## src/design/sha256_hash_engine_defines.svh

```systemverilog
// Assertion macros for the SHA-256 hash engine.
`ifndef SHA256_HASH_ENGINE_DEFINES_SVH
`define SHA256_HASH_ENGINE_DEFINES_SVH
`ifndef SYNTH
`define SHA_ASSERT(label, clk, rst, prop, msg) \
  label: assert property (@(posedge clk) disable iff (rst) prop) else $error(msg);
`define SHA_ASSERT_NR(label, clk, prop, msg) \
  label: assert property (@(posedge clk) prop) else $error(msg);
`else
`define SHA_ASSERT(label, clk, rst, prop, msg)
`define SHA_ASSERT_NR(label, clk, prop, msg)
`endif
`endif

```

## src/design/sha256_pkg.sv

```systemverilog
// ----------------------------------------------------------------------------
// SHA-256 package
// Shared types, constants and round functions of the SHA-256 hash engine.
// ----------------------------------------------------------------------------
`default_nettype none
package sha256_pkg;

  localparam int unsigned FifoDepth = 4;
  localparam int unsigned CmdDepth = 4;

  typedef enum logic [1:0] {
    CMD_WORD  = 2'd0,
    CMD_FINAL = 2'd1
  } cmd_kind_t;

  typedef struct packed {
    cmd_kind_t   kind;
    logic [31:0] word;
    logic [2:0]  count;
  } cmd_t;

  typedef enum logic [3:0] {
    ST_IDLE,
    ST_ROUND,
    ST_FOLD,
    ST_PAD_WORD,
    ST_PAD_FILL,
    ST_DBL_LOAD,
    ST_EMIT
  } state_t;

  typedef struct packed {
    logic busy;
    logic emitting;
  } status_t;

  localparam logic [255:0] IV = {
    32'h6a09e667, 32'hbb67ae85, 32'h3c6ef372, 32'ha54ff53a,
    32'h510e527f, 32'h9b05688c, 32'h1f83d9ab, 32'h5be0cd19
  };

  localparam logic [31:0] PAD_WORD = 32'h80000000;
  localparam logic [3:0] LEN_SLOT = 4'd14;

  function automatic logic [31:0] round_k(input logic [5:0] r);
    logic [31:0] k;
    case (r)
      6'd0: k = 32'h428a2f98;  6'd1: k = 32'h71374491;  6'd2: k = 32'hb5c0fbcf;
      6'd3: k = 32'he9b5dba5;  6'd4: k = 32'h3956c25b;  6'd5: k = 32'h59f111f1;
      6'd6: k = 32'h923f82a4;  6'd7: k = 32'hab1c5ed5;  6'd8: k = 32'hd807aa98;
      6'd9: k = 32'h12835b01;  6'd10: k = 32'h243185be; 6'd11: k = 32'h550c7dc3;
      6'd12: k = 32'h72be5d74; 6'd13: k = 32'h80deb1fe; 6'd14: k = 32'h9bdc06a7;
      6'd15: k = 32'hc19bf174; 6'd16: k = 32'he49b69c1; 6'd17: k = 32'hefbe4786;
      6'd18: k = 32'h0fc19dc6; 6'd19: k = 32'h240ca1cc; 6'd20: k = 32'h2de92c6f;
      6'd21: k = 32'h4a7484aa; 6'd22: k = 32'h5cb0a9dc; 6'd23: k = 32'h76f988da;
      6'd24: k = 32'h983e5152; 6'd25: k = 32'ha831c66d; 6'd26: k = 32'hb00327c8;
      6'd27: k = 32'hbf597fc7; 6'd28: k = 32'hc6e00bf3; 6'd29: k = 32'hd5a79147;
      6'd30: k = 32'h06ca6351; 6'd31: k = 32'h14292967; 6'd32: k = 32'h27b70a85;
      6'd33: k = 32'h2e1b2138; 6'd34: k = 32'h4d2c6dfc; 6'd35: k = 32'h53380d13;
      6'd36: k = 32'h650a7354; 6'd37: k = 32'h766a0abb; 6'd38: k = 32'h81c2c92e;
      6'd39: k = 32'h92722c85; 6'd40: k = 32'ha2bfe8a1; 6'd41: k = 32'ha81a664b;
      6'd42: k = 32'hc24b8b70; 6'd43: k = 32'hc76c51a3; 6'd44: k = 32'hd192e819;
      6'd45: k = 32'hd6990624; 6'd46: k = 32'hf40e3585; 6'd47: k = 32'h106aa070;
      6'd48: k = 32'h19a4c116; 6'd49: k = 32'h1e376c08; 6'd50: k = 32'h2748774c;
      6'd51: k = 32'h34b0bcb5; 6'd52: k = 32'h391c0cb3; 6'd53: k = 32'h4ed8aa4a;
      6'd54: k = 32'h5b9cca4f; 6'd55: k = 32'h682e6ff3; 6'd56: k = 32'h748f82ee;
      6'd57: k = 32'h78a5636f; 6'd58: k = 32'h84c87814; 6'd59: k = 32'h8cc70208;
      6'd60: k = 32'h90befffa; 6'd61: k = 32'ha4506ceb; 6'd62: k = 32'hbef9a3f7;
      default: k = 32'hc67178f2;
    endcase
    return k;
  endfunction

  function automatic logic [31:0] rotr(input logic [31:0] x, input int unsigned n);
    return (x >> n) | (x << (32 - n));
  endfunction

endpackage
`default_nettype wire

```

## src/design/sha256_hash_engine.sv

```systemverilog
// SHA-256 engine: each block runs 64 rounds, one round per cycle, followed by a fold.
// Full words are taken while idle; a 16th word starts the block, and none is taken until it ends.
// A final word adds padding writes, one or two blocks, and one more block in double mode.
// The four digest parts follow as four transfers through the queue-style result port.
// Reset (rst, synchronous, active high) loads the initial hash values and clears counts.
// ----------------------------------------------------------------------------
// SHA-256 hash engine top level
// Queue-style input and output around a command queue and a round core.
// ----------------------------------------------------------------------------
`default_nettype none
`include "sha256_hash_engine_defines.svh"
module sha256_hash_engine #(
  parameter int unsigned CMD_DEPTH = sha256_pkg::CmdDepth
) (
  input  wire logic        clk,
  input  wire logic        rst,
  input  wire logic        cfg_we,
  input  wire logic        cfg_data,
  input  wire logic        push,
  output logic             full,
  input  wire logic [31:0] data_word,
  input  wire logic [2:0]  byte_count,
  input  wire logic        last_word,
  output logic             empty,
  input  wire logic        pop,
  output logic [63:0]      digest_part,
  output logic [1:0]       part_index,
  output logic             last_part
);
  logic double_mode;
  logic cmd_valid;
  logic cmd_take;
  sha256_pkg::cmd_t cmd;
  logic res_valid;
  logic [63:0] res_digest;
  logic [1:0] res_index;
  sha256_pkg::status_t status;

  always_ff @(posedge clk) begin
    if (rst) begin
      double_mode <= 1'b0;
    end else if (cfg_we) begin
      double_mode <= cfg_data;
    end
  end

  sha256_front #(.DEPTH(CMD_DEPTH)) u_front (
    .clk, .rst, .push, .full, .data_word, .byte_count, .last_word,
    .cmd_valid, .cmd_take, .cmd
  );

  sha256_core u_core (
    .clk, .rst, .double_mode, .cmd_valid, .cmd_take, .cmd,
    .res_valid, .res_take(pop), .res_digest, .res_index, .status
  );

  assign empty = !res_valid;
  assign digest_part = res_digest;
  assign part_index = res_index;
  assign last_part = (res_index == 2'd3);

  `SHA_ASSERT(a_emit_busy, clk, rst, status.emitting |-> status.busy, "emit while idle")
  `SHA_ASSERT(a_last_idx, clk, rst, (!empty && last_part) |-> part_index == 2'd3,
    "last flag on wrong part")
  `SHA_ASSERT(a_pop_valid, clk, rst, (pop && !empty && part_index == 2'd3) |=> empty,
    "results continue after last part")
endmodule
`default_nettype wire

```

## src/design/sha256_front.sv

```systemverilog
// ----------------------------------------------------------------------------
// SHA-256 front end
// Accepts message words, classifies them and queues commands for the core.
// ----------------------------------------------------------------------------
`default_nettype none
`include "sha256_hash_engine_defines.svh"
module sha256_front #(
  parameter int unsigned DEPTH = sha256_pkg::CmdDepth
) (
  input  wire logic              clk,
  input  wire logic              rst,
  input  wire logic              push,
  output logic                   full,
  input  wire logic [31:0]       data_word,
  input  wire logic [2:0]        byte_count,
  input  wire logic              last_word,
  output logic                   cmd_valid,
  input  wire logic              cmd_take,
  output sha256_pkg::cmd_t       cmd
);
  localparam int unsigned AW = (DEPTH > 1) ? $clog2(DEPTH) : 1;

  sha256_pkg::cmd_t queue [DEPTH];
  logic [AW-1:0] wr_ptr;
  logic [AW-1:0] rd_ptr;
  logic [AW:0] level;
  sha256_pkg::cmd_t incoming;
  logic do_push;
  logic do_pop;

  always_comb begin
    incoming.word = data_word;
    if (last_word) begin
      incoming.kind = sha256_pkg::CMD_FINAL;
      incoming.count = (byte_count > 3'd4) ? 3'd4 : byte_count;
    end else begin
      incoming.kind = sha256_pkg::CMD_WORD;
      incoming.count = 3'd4;
    end
  end

  assign full = (level == (AW+1)'(DEPTH));
  assign cmd_valid = (level != '0);
  assign do_push = push && !full;
  assign do_pop = cmd_take && cmd_valid;
  assign cmd = queue[rd_ptr];

  always_ff @(posedge clk) begin
    if (do_push) begin
      queue[wr_ptr] <= incoming;
    end
  end

  always_ff @(posedge clk) begin
    if (rst) begin
      wr_ptr <= '0;
      rd_ptr <= '0;
      level <= '0;
    end else begin
      if (do_push) begin
        wr_ptr <= (wr_ptr == AW'(DEPTH - 1)) ? '0 : wr_ptr + 1'b1;
      end
      if (do_pop) begin
        rd_ptr <= (rd_ptr == AW'(DEPTH - 1)) ? '0 : rd_ptr + 1'b1;
      end
      level <= level + (AW+1)'(do_push) - (AW+1)'(do_pop);
    end
  end

  `SHA_ASSERT(a_level_bound, clk, rst, level <= (AW+1)'(DEPTH), "queue level overflow")
  `SHA_ASSERT(a_no_pop_empty, clk, rst, cmd_take |-> cmd_valid, "pop from empty queue")
  `SHA_ASSERT(a_level_step, clk, rst, (do_push && !do_pop) |=> level == $past(level) + 1'b1,
    "queue level did not advance")
endmodule
`default_nettype wire

```

## src/design/sha256_core.sv

```systemverilog
// ----------------------------------------------------------------------------
// SHA-256 core
// Fills the block buffer, pads, runs 64 rounds per block and emits digests.
// ----------------------------------------------------------------------------
`default_nettype none
`include "sha256_hash_engine_defines.svh"
module sha256_core (
  input  wire logic              clk,
  input  wire logic              rst,
  input  wire logic              double_mode,
  input  wire logic              cmd_valid,
  output logic                   cmd_take,
  input  wire sha256_pkg::cmd_t  cmd,
  output logic                   res_valid,
  input  wire logic              res_take,
  output logic [63:0]            res_digest,
  output logic [1:0]             res_index,
  output sha256_pkg::status_t    status
);
  sha256_pkg::state_t state, state_next;

  logic [31:0] chain [8];
  logic [31:0] w [16];
  logic [31:0] v [8];
  logic [3:0]  fill;
  logic [60:0] msg_bytes;
  logic [5:0]  round;
  logic [63:0] bit_len;
  logic        second;
  logic        dbl;
  logic        pad_pending;
  logic        pad_word_due;
  logic [2:0]  load_idx;
  logic [1:0]  part;
  logic [31:0] final_word;
  logic [31:0] first_dig [8];

  // control decisions for a word written into the buffer
  logic        write_en;
  logic [31:0] write_word;
  logic        start_block;
  logic [31:0] wt;
  logic [31:0] w15, w2, s0, s1, t1, t2, sched;

  assign w15 = w[1];
  assign w2 = w[14];
  assign s0 = sha256_pkg::rotr(w15, 7) ^ sha256_pkg::rotr(w15, 18) ^ (w15 >> 3);
  assign s1 = sha256_pkg::rotr(w2, 17) ^ sha256_pkg::rotr(w2, 19) ^ (w2 >> 10);
  assign sched = w[0] + s0 + w[9] + s1;
  assign wt = w[0];
  assign t1 = v[7] + (sha256_pkg::rotr(v[4], 6) ^ sha256_pkg::rotr(v[4], 11)
            ^ sha256_pkg::rotr(v[4], 25)) + ((v[4] & v[5]) ^ (~v[4] & v[6]))
            + sha256_pkg::round_k(round) + wt;
  assign t2 = (sha256_pkg::rotr(v[0], 2) ^ sha256_pkg::rotr(v[0], 13)
            ^ sha256_pkg::rotr(v[0], 22)) + ((v[0] & v[1]) ^ (v[0] & v[2]) ^ (v[1] & v[2]));

  always_comb begin
    case (cmd.count)
      3'd1: final_word = {cmd.word[31:24], 24'h800000};
      3'd2: final_word = {cmd.word[31:16], 16'h8000};
      3'd3: final_word = {cmd.word[31:8], 8'h80};
      3'd0: final_word = sha256_pkg::PAD_WORD;
      default: final_word = cmd.word;
    endcase
  end

  always_comb begin
    state_next = state;
    cmd_take = 1'b0;
    write_en = 1'b0;
    write_word = '0;
    start_block = 1'b0;
    case (state)
      sha256_pkg::ST_IDLE: begin
        if (cmd_valid) begin
          cmd_take = 1'b1;
          write_en = 1'b1;
          write_word = (cmd.kind == sha256_pkg::CMD_FINAL) ? final_word : cmd.word;
          if (fill == 4'd15) begin
            start_block = 1'b1;
            state_next = sha256_pkg::ST_ROUND;
          end else if (cmd.kind == sha256_pkg::CMD_FINAL) begin
            state_next = (cmd.count == 3'd4) ? sha256_pkg::ST_PAD_WORD
                                             : sha256_pkg::ST_PAD_FILL;
          end
        end
      end
      sha256_pkg::ST_PAD_WORD: begin
        write_en = 1'b1;
        write_word = sha256_pkg::PAD_WORD;
        if (fill == 4'd15) begin
          start_block = 1'b1;
          state_next = sha256_pkg::ST_ROUND;
        end else begin
          state_next = sha256_pkg::ST_PAD_FILL;
        end
      end
      sha256_pkg::ST_PAD_FILL: begin
        write_en = 1'b1;
        if (fill == sha256_pkg::LEN_SLOT && !pad_pending) begin
          write_word = bit_len[63:32];
        end else if (fill == 4'd15 && !pad_pending) begin
          write_word = bit_len[31:0];
        end else begin
          write_word = '0;
        end
        if (fill == 4'd15) begin
          start_block = 1'b1;
          state_next = sha256_pkg::ST_ROUND;
        end
      end
      sha256_pkg::ST_DBL_LOAD: begin
        write_en = 1'b1;
        write_word = first_dig[load_idx];
        if (load_idx == 3'd7) begin
          state_next = sha256_pkg::ST_PAD_WORD;
        end
      end
      sha256_pkg::ST_ROUND: begin
        if (round == 6'd63) begin
          state_next = sha256_pkg::ST_FOLD;
        end
      end
      sha256_pkg::ST_FOLD: begin
        if (pad_word_due) begin
          state_next = sha256_pkg::ST_PAD_WORD;
        end else if (pad_pending) begin
          state_next = sha256_pkg::ST_PAD_FILL;
        end else if (!second) begin
          state_next = sha256_pkg::ST_IDLE;
        end else if (dbl) begin
          state_next = sha256_pkg::ST_DBL_LOAD;
        end else begin
          state_next = sha256_pkg::ST_EMIT;
        end
      end
      sha256_pkg::ST_EMIT: begin
        if (res_take && part == 2'd3) begin
          state_next = sha256_pkg::ST_IDLE;
        end
      end
      default: state_next = sha256_pkg::ST_IDLE;
    endcase
  end

  always_ff @(posedge clk) begin
    if (rst) begin
      state <= sha256_pkg::ST_IDLE;
    end else begin
      state <= state_next;
    end
  end

  always_ff @(posedge clk) begin
    if (write_en && state != sha256_pkg::ST_ROUND) begin
      w[fill] <= write_word;
    end else if (state == sha256_pkg::ST_ROUND) begin
      for (int i = 0; i < 15; i++) begin
        w[i] <= w[i+1];
      end
      w[15] <= sched;
    end
  end

  always_ff @(posedge clk) begin
    if (start_block) begin
      for (int i = 0; i < 8; i++) begin
        v[i] <= chain[i];
      end
    end else if (state == sha256_pkg::ST_ROUND) begin
      v[7] <= v[6]; v[6] <= v[5]; v[5] <= v[4]; v[4] <= v[3] + t1;
      v[3] <= v[2]; v[2] <= v[1]; v[1] <= v[0]; v[0] <= t1 + t2;
    end
  end

  always_ff @(posedge clk) begin
    if (rst) begin
      for (int i = 0; i < 8; i++) begin
        chain[i] <= sha256_pkg::IV[255 - 32*i -: 32];
      end
      fill <= '0;
      msg_bytes <= '0;
      round <= '0;
      second <= 1'b0;
      dbl <= 1'b0;
      pad_pending <= 1'b0;
      pad_word_due <= 1'b0;
      load_idx <= '0;
      part <= '0;
      bit_len <= '0;
    end else begin
      if (write_en) begin
        fill <= fill + 4'd1;
      end
      if (state == sha256_pkg::ST_IDLE && cmd_valid) begin
        msg_bytes <= msg_bytes + 61'(cmd.count);
        if (cmd.kind == sha256_pkg::CMD_FINAL) begin
          bit_len <= {msg_bytes + 61'(cmd.count), 3'b000};
          second <= 1'b1;
          dbl <= double_mode;
          pad_pending <= (cmd.count != 3'd4) && (fill > 4'd13);
          pad_word_due <= (cmd.count == 3'd4) && (fill == 4'd15);
        end
      end
      if (state == sha256_pkg::ST_FOLD) begin
        pad_pending <= 1'b0;
      end
      if (state == sha256_pkg::ST_PAD_WORD) begin
        pad_word_due <= 1'b0;
        if (fill >= 4'd14) begin
          pad_pending <= 1'b1;
        end
      end
      if (state == sha256_pkg::ST_ROUND) begin
        round <= round + 6'd1;
      end
      if (state == sha256_pkg::ST_FOLD) begin
        for (int i = 0; i < 8; i++) begin
          chain[i] <= chain[i] + v[i];
        end
      end
      if (state == sha256_pkg::ST_FOLD && !pad_word_due && !pad_pending && second && dbl) begin
        dbl <= 1'b0;
        bit_len <= 64'd256;
        load_idx <= '0;
      end
      if (state == sha256_pkg::ST_DBL_LOAD) begin
        load_idx <= load_idx + 3'd1;
        if (load_idx == 3'd0) begin
          for (int i = 0; i < 8; i++) begin
            chain[i] <= sha256_pkg::IV[255 - 32*i -: 32];
          end
        end
      end
      if (state == sha256_pkg::ST_EMIT && res_take) begin
        part <= part + 2'd1;
        if (part == 2'd3) begin
          for (int i = 0; i < 8; i++) begin
            chain[i] <= sha256_pkg::IV[255 - 32*i -: 32];
          end
          fill <= '0;
          msg_bytes <= '0;
          second <= 1'b0;
        end
      end
    end
  end

  // Digest words for the double pass are staged before the chain is reset.
  always_ff @(posedge clk) begin
    if (state == sha256_pkg::ST_FOLD) begin
      for (int i = 0; i < 8; i++) begin
        first_dig[i] <= chain[i] + v[i];
      end
    end
  end

  assign res_valid = (state == sha256_pkg::ST_EMIT);
  assign res_index = part;
  assign res_digest = {chain[{part, 1'b0}], chain[{part, 1'b1}]};
  assign status.busy = (state != sha256_pkg::ST_IDLE);
  assign status.emitting = res_valid;

  `SHA_ASSERT(a_round_idle, clk, rst, (state != sha256_pkg::ST_ROUND) |-> round == 6'd0,
    "round counter active outside rounds")
  `SHA_ASSERT(a_emit_stable, clk, rst, (res_valid && !res_take) |=> $stable(part),
    "digest part moved without transfer")
  `SHA_ASSERT(a_take_idle, clk, rst, cmd_take |-> state == sha256_pkg::ST_IDLE,
    "command taken while busy")
endmodule
`default_nettype wire
```

## config.mk

```make
export PLATFORM = sky130hd
export DESIGN_NAME = sha256_hash_engine
export DESIGN_NICKNAME = d
export VERILOG_FILES = /design/src/design/sha256_pkg.sv /design/src/design/sha256_hash_engine.sv /design/src/design/sha256_front.sv /design/src/design/sha256_core.sv
export VERILOG_INCLUDE_DIRS = /design/src /design/src/design
export SDC_FILE = /design/constraint.sdc
export NUM_CORES = 2
export LEC_CHECK = 0
export ABC_AREA = 1
export BUFFER_PORTS_ARGS = -buffer_cell sky130_fd_sc_hd__buf_2
export CAP_MARGIN = 25
export CORE_ASPECT_RATIO = 0.6
export CORE_MARGIN = 2
export CORE_UTILIZATION = 30
export DETAILED_ROUTE_END_ITERATION = 8
export GPL_ROUTABILITY_DRIVEN = 0
export PLACE_DENSITY = 0.51
export SYNTH_ARGS = -nofsm -noshare
export SYNTH_HDL_FRONTEND = slang
export SYNTH_SLANG_ARGS = --single-unit
```

## constraint.sdc

```tcl
create_clock -name clk -period 48.9 [get_ports clk]
set_input_delay 9.78 -clock clk [delete_from_list [all_inputs] [get_ports clk]]
set_output_delay 9.78 -clock clk [all_outputs]
set_load 0.02 [all_outputs]
```

Word level (Yosys, flattened, before mapping)
Memory sizes are Yosys's and may differ from the RTL's. A register that Yosys moved wholly into a read port is not among the register bits.
Index checks and enable logic that the tools add are counted.
{ "word_totals": {"mem_bits_rw": 1424, "inputBits": 42, "rom_bits": 2048, "reg_bits": 153, "out_inout_bits": 69, "mem_count": 6, "wordCells": 292} }
{ "mem_list": {"columns": ["memory", "depth", "word_bits", "read_ports", "rd_ports_with_merged_regs", "wr", "line_no", "source"], "rows": [
  ["(no name shown)", 64, 32, 1, 1, 0, "sha256_pkg.sv:47", "case (r)"],
  ["u_core.w", 16, 32, 16, 0, 16, "sha256_core.sv:23", "logic [31:0] w [16];"],
  ["u_core.chain", 8, 32, 10, 2, 8, "sha256_core.sv:22", "logic [31:0] chain [8];"],
  ["u_core.first_dig", 8, 32, 1, 1, 8, "sha256_core.sv:36", "logic [31:0] first_dig [8];"],
  ["u_core.v", 8, 32, 8, 0, 8, "sha256_core.sv:24", "logic [31:0] v [8];"],
  ["u_front.queue", 4, 36, 1, 1, 1, "sha256_front.sv:23", "sha256_pkg::cmd_t queue [DEPTH];"]
]} }
{ "classes": {"n_mux": 121, "magnitude_cmp": 3, "n_addsub": 27, "bitwise_logic": 59, "n_eq_ne": 27, "n_reduce_logical": 33} }
{ "ops": {"columns": ["op", "count"], "rows": [
  ["$mux 32", 37],
  ["$add 32x32->32", 18],
  ["$xor 32x32->32", 9],
  ["$pmux 32 s4", 2],
  ["$mux 61", 3],
  ["$and 32x32->32", 5],
  ["$add 61x3->61", 1],
  ["$mux 4", 14],
  ["$mux 1", 40],
  ["$mux 3", 12],
  ["$not 32->32", 1],
  ["$or 1x1->1", 32],
  ["$or 10x32->32", 1],
  ["$or 13x32->32", 1],
  ["$or 14x32->32", 1],
  ["$or 15x32->32", 1],
  ["$or 19x32->32", 1],
  ["$or 21x32->32", 1],
  ["$or 25x32->32", 1],
  ["$or 26x32->32", 1],
  ["$or 30x32->32", 1],
  ["$or 7x32->32", 1],
  ["$reduce_or 32->1", 1],
  ["$xor 32x22->32", 1],
  ["other kinds (39)", 84]
]} }

Depth between registers and ports, before layout
An unclocked memory read counts as a cell.
{ "logic_depth": {"depth_word": 10, "mapped_depth": 33, "depth_no_buf": 33} }

Modules after synthesis
Synthesis repeated with hierarchy kept, for this count alone.
{ "unflattened": {"cells_unflattened": 11840, "area_unflattened_um2": 99065.0} }
{ "by_module_without_submodules": {"columns": ["module", "cells_per_inst", "n_inst", "area_each_um2", "seq_area_each_um2"], "rows": [
  ["sha256_core", 11408, 1, 93121.8, 40458.8],
  ["sha256_front", 422, 1, 5886.9, 4504.3],
  ["sha256_hash_engine", 10, 1, 56.3, 20.0]
]} }

Worst setup path after synthesis
Ideal clock, no wire load.
{ "synth_path": {"path_type": "register to register", "start": "register u_core.state[2]", "end": "memory u_core.v[0][0] (enable)", "setup_time_ps": 1227, "synth_period_minus_slack_ps": 20042, "n_path_buf": 1, "arrival_time_ps": 18815, "required_time_ps": 47673, "stages_incl_launch_ff": 7, "setup_slack_ps": 28858, "cell_sequence": "dfxtp_1 > buf_2 > nor2_1 > nand2_1 > nor2_4 > nor3_1 > o21ai_0"} }
{ "synth_lines": {"columns": ["element", "line_no", "source"], "rows": [
  ["from (decl)", "sha256_core.sv:20", "sha256_pkg::state_t state, state_next;"],
  ["from (signal assigned)", "sha256_core.sv:148", "state <= sha256_pkg::ST_IDLE;"],
  ["from (signal assigned)", "sha256_core.sv:150", "state <= state_next;"],
  ["to (decl)", "sha256_core.sv:24", null]
]} }

==> out/qor.txt <==
status -> finished with violations
failing checks -> DRC
Core ar. -> 329000 sq um
Critical Path RT -> 39.12 ns
Mapped Cells -> 11800
Tot GR Track Use -> 25.8%
synth unique cells -> 68
Area growth syn-to-layout -> 11.5%
CTS Sinks -> 1615
post-route insts no fill -> 16300
flops & latches, synth -> 1615
worst-path maximum fanout -> 78
nets -> 12500
most common cell after layout, fill and taps aside -> nand2_1
Synth top area share -> 38.3%
drt initial violations -> 15300
Register Area -> 45000 sq um
Slew @ Worst Pin -> 1.36 ns
Post-synth top flop -> edfxtp_1
Worst setup SP type -> flop
Synth warnings -> 0
crit path cell chain -> inv_4, buf_4, o21ai_0, o22ai_1, buf_2
Initial Util -> 30.2%
min cycle time layout -> 13.63 ns
postcts setup bufs -> 0
Resize count post-CTS -> 0
Post-synth EDFFs -> 1264
Clock Path Buffers -> 4
cts hold-fix bufs -> 0
Die X -> 746 microns
Final Cycle Share -> 27.9%
CP max-delay cell -> buf_4
Critical Path AT -> 3.85 ns
num ports -> 111
vias in the first global route -> 77500
floorplan row count -> 163
final wirelength -> 452 mm
Placed Cells -> 16000
IO buf count -> 110
CTS tree -> done
H-tree depth -> 4
Achievable Freq -> 73.3 MHz
Detailed Place HPWL -> 353 mm
first-pass GRT wire length -> 619 mm
Multi-input gate area -> 47500 sq um
post-route setup TNS -> 0 ns
Worst path max stage delay -> 0.74 ns
Slew Limit Fails -> 0
height of the die -> 449 microns
Syn Nets -> 12500
asr flop ratio synth -> 0%
hold crit path type -> reg2reg
Slew HR -> 9.18%
Seq/Total Area, Yosys -> 45.4%
die area -> 335000 sq um
post-route DRC violation count -> 40
final setup vio count -> 0
share of cells above drive strength 1 -> 6.11%
Overflow after GRT -> 0
RSZ-0062 raised after global routing -> no
drt wl/cell -> 27.7 microns
mapped cell area -> 99100 sq um
post-synth top area cell -> edfxtp_1
largest net degree at the start of global routing -> 209
clk slew on worst S/H paths -> 0.07 ns
Hold Fails Final Rpt -> 0
synth top area cells -> edfxtp_1 38%, nand2_1 12%, dfxtp_1 7.1%, ha_1 5.1%, inv_1 5.1%
max-cap viol count -> 0
drt pass-1 iters -> 9
CP Capture Type -> output pin
FF-to-FF Start -> u_core.v[0][139]
initial antenna violation count -> 51
Hold Crit Start -> u_core.w[6][14]
vias -> 88900
commonest non-fill, non-tap cells in the layout -> 3262 x nand2_1, 1333 x inv_1, 1264 x edfxtp_1, 905 x nor2_1, 807 x o21ai_0
final antenna-violating net count -> 0
skew final -> 0.141 ns
CTS Buf Count -> 172
Root Driver -> clkbuf_16
critical path class -> reg2out
Mapped Avg Cell Area -> 8.39 sq um
Worst-Skew Late Latency -> 0.92 ns
DR vias/cell -> 5.44
Fill cells -> 34500
==> worst max-delay path: cells and delay by family, from the launching register on <==
family	cells	cell delay (ns)
buffers and inverters	3	1.67
flip-flops	1	0.51
AO/OA/AOI/OAI	2	0.83
==> synth_stat cells, drive strengths merged (14+ instances only) <==
cell type     n
a211oi       14
a21boi       28
a21o         67
a21oi       611
a22oi        20
a31oi        53
and2         32
buf         128
clkbuf      337
dfxtp       351
edfxtp     1264
fa          197
ha          408
inv        1358
maj3         20
mux2i        66
nand2      3270
nand3       577
nand3b       27
nand4       107
nor2        932
nor3        102
nor4         20
o211ai      133
o21a         21
o21ai       835
o21bai       56
o221ai       49
o22ai        95
o31ai        20
o32ai        19
or2          63
xnor2       184
xor2        313
==> area by class of cell <==
| type | instances | share of cell area (%) |
|---|---|---|
| Multi-Input combinational cell | 8379 | 43.0 |
| Antenna cell | 12 | 0.0272 |
| Tap cell | 4372 | 4.95 |
| Inverter | 1361 | 4.64 |
| Sequential cell | 1615 | 40.7 |
| Clock buffer | 226 | 4.31 |
| Clock inverter | 78 | 0.617 |
| Timing Repair Buffer | 280 | 1.78 |
==> routing by layer <==
layer	GRT usage, %	up-vias	wire, microns
met2	31.4	5713	159000
met5	0.0991	-	721
li1	-	39400	-
met4	7.27	36	15100
met3	12.5	675	76500
met1	39.0	43100	200000
==> stage by stage <==
stage	cell area, sq um	hold slack [ns]	util, %	worst slack, ns
after floorplan	99100	0.445	-	28.86
after global placement	105000	0.455	31.9	35.35
after detailed placement	105000	0.461	31.9	35.33
after CTS	110000	0.447	33.6	35.32
after global routing	110000	0.481	33.6	35.23
final	111000	0.450	33.6	35.27
==> registers in the layout, indices dropped and copies added (netlist names), 3 cells and up, named ones only <==
| name | cells |
|---|---|
| u_core.first_dig | 256 |
| u_core.round | 6 |
| u_core.chain | 256 |
| u_core.msg_bytes | 61 |
| u_core.bit_len | 61 |
| u_core.w | 512 |
| u_core.state | 3 |
| u_core.fill | 4 |
| u_core.load_idx | 3 |
| u_core.v | 256 |
| u_front.queue | 144 |
| u_front.level | 3 |
==> worst paths after layout <==
path / to / slack, ns / cells after the start
setup / recovery: digest_part[31] / 35.27 / 5
hold / removal: u_core.w[5][14] / 0.45 / 2
setup reg to reg: u_core.v[0][31] / 39.68 / 27
hold reg to reg: u_core.w[5][14] / 0.45 / 2
==> cells by family after synthesis <==
kind of cell	Yosys count	share of synthesized area [%]
multiplexers	67	0.678
adder cells (fa/ha/maj)	625	9.33
AND/OR/NAND/NOR	5142	21.2
buffers and inverters	1826	7.12
flip-flops	1615	45.4
AO/OA/AOI/OAI	2048	11.9
XOR/XNOR	497	4.39
Power is left out: the tool's default activity adds up to more than one toggle a clock period on the data nets, which glitch-free logic cannot reach.
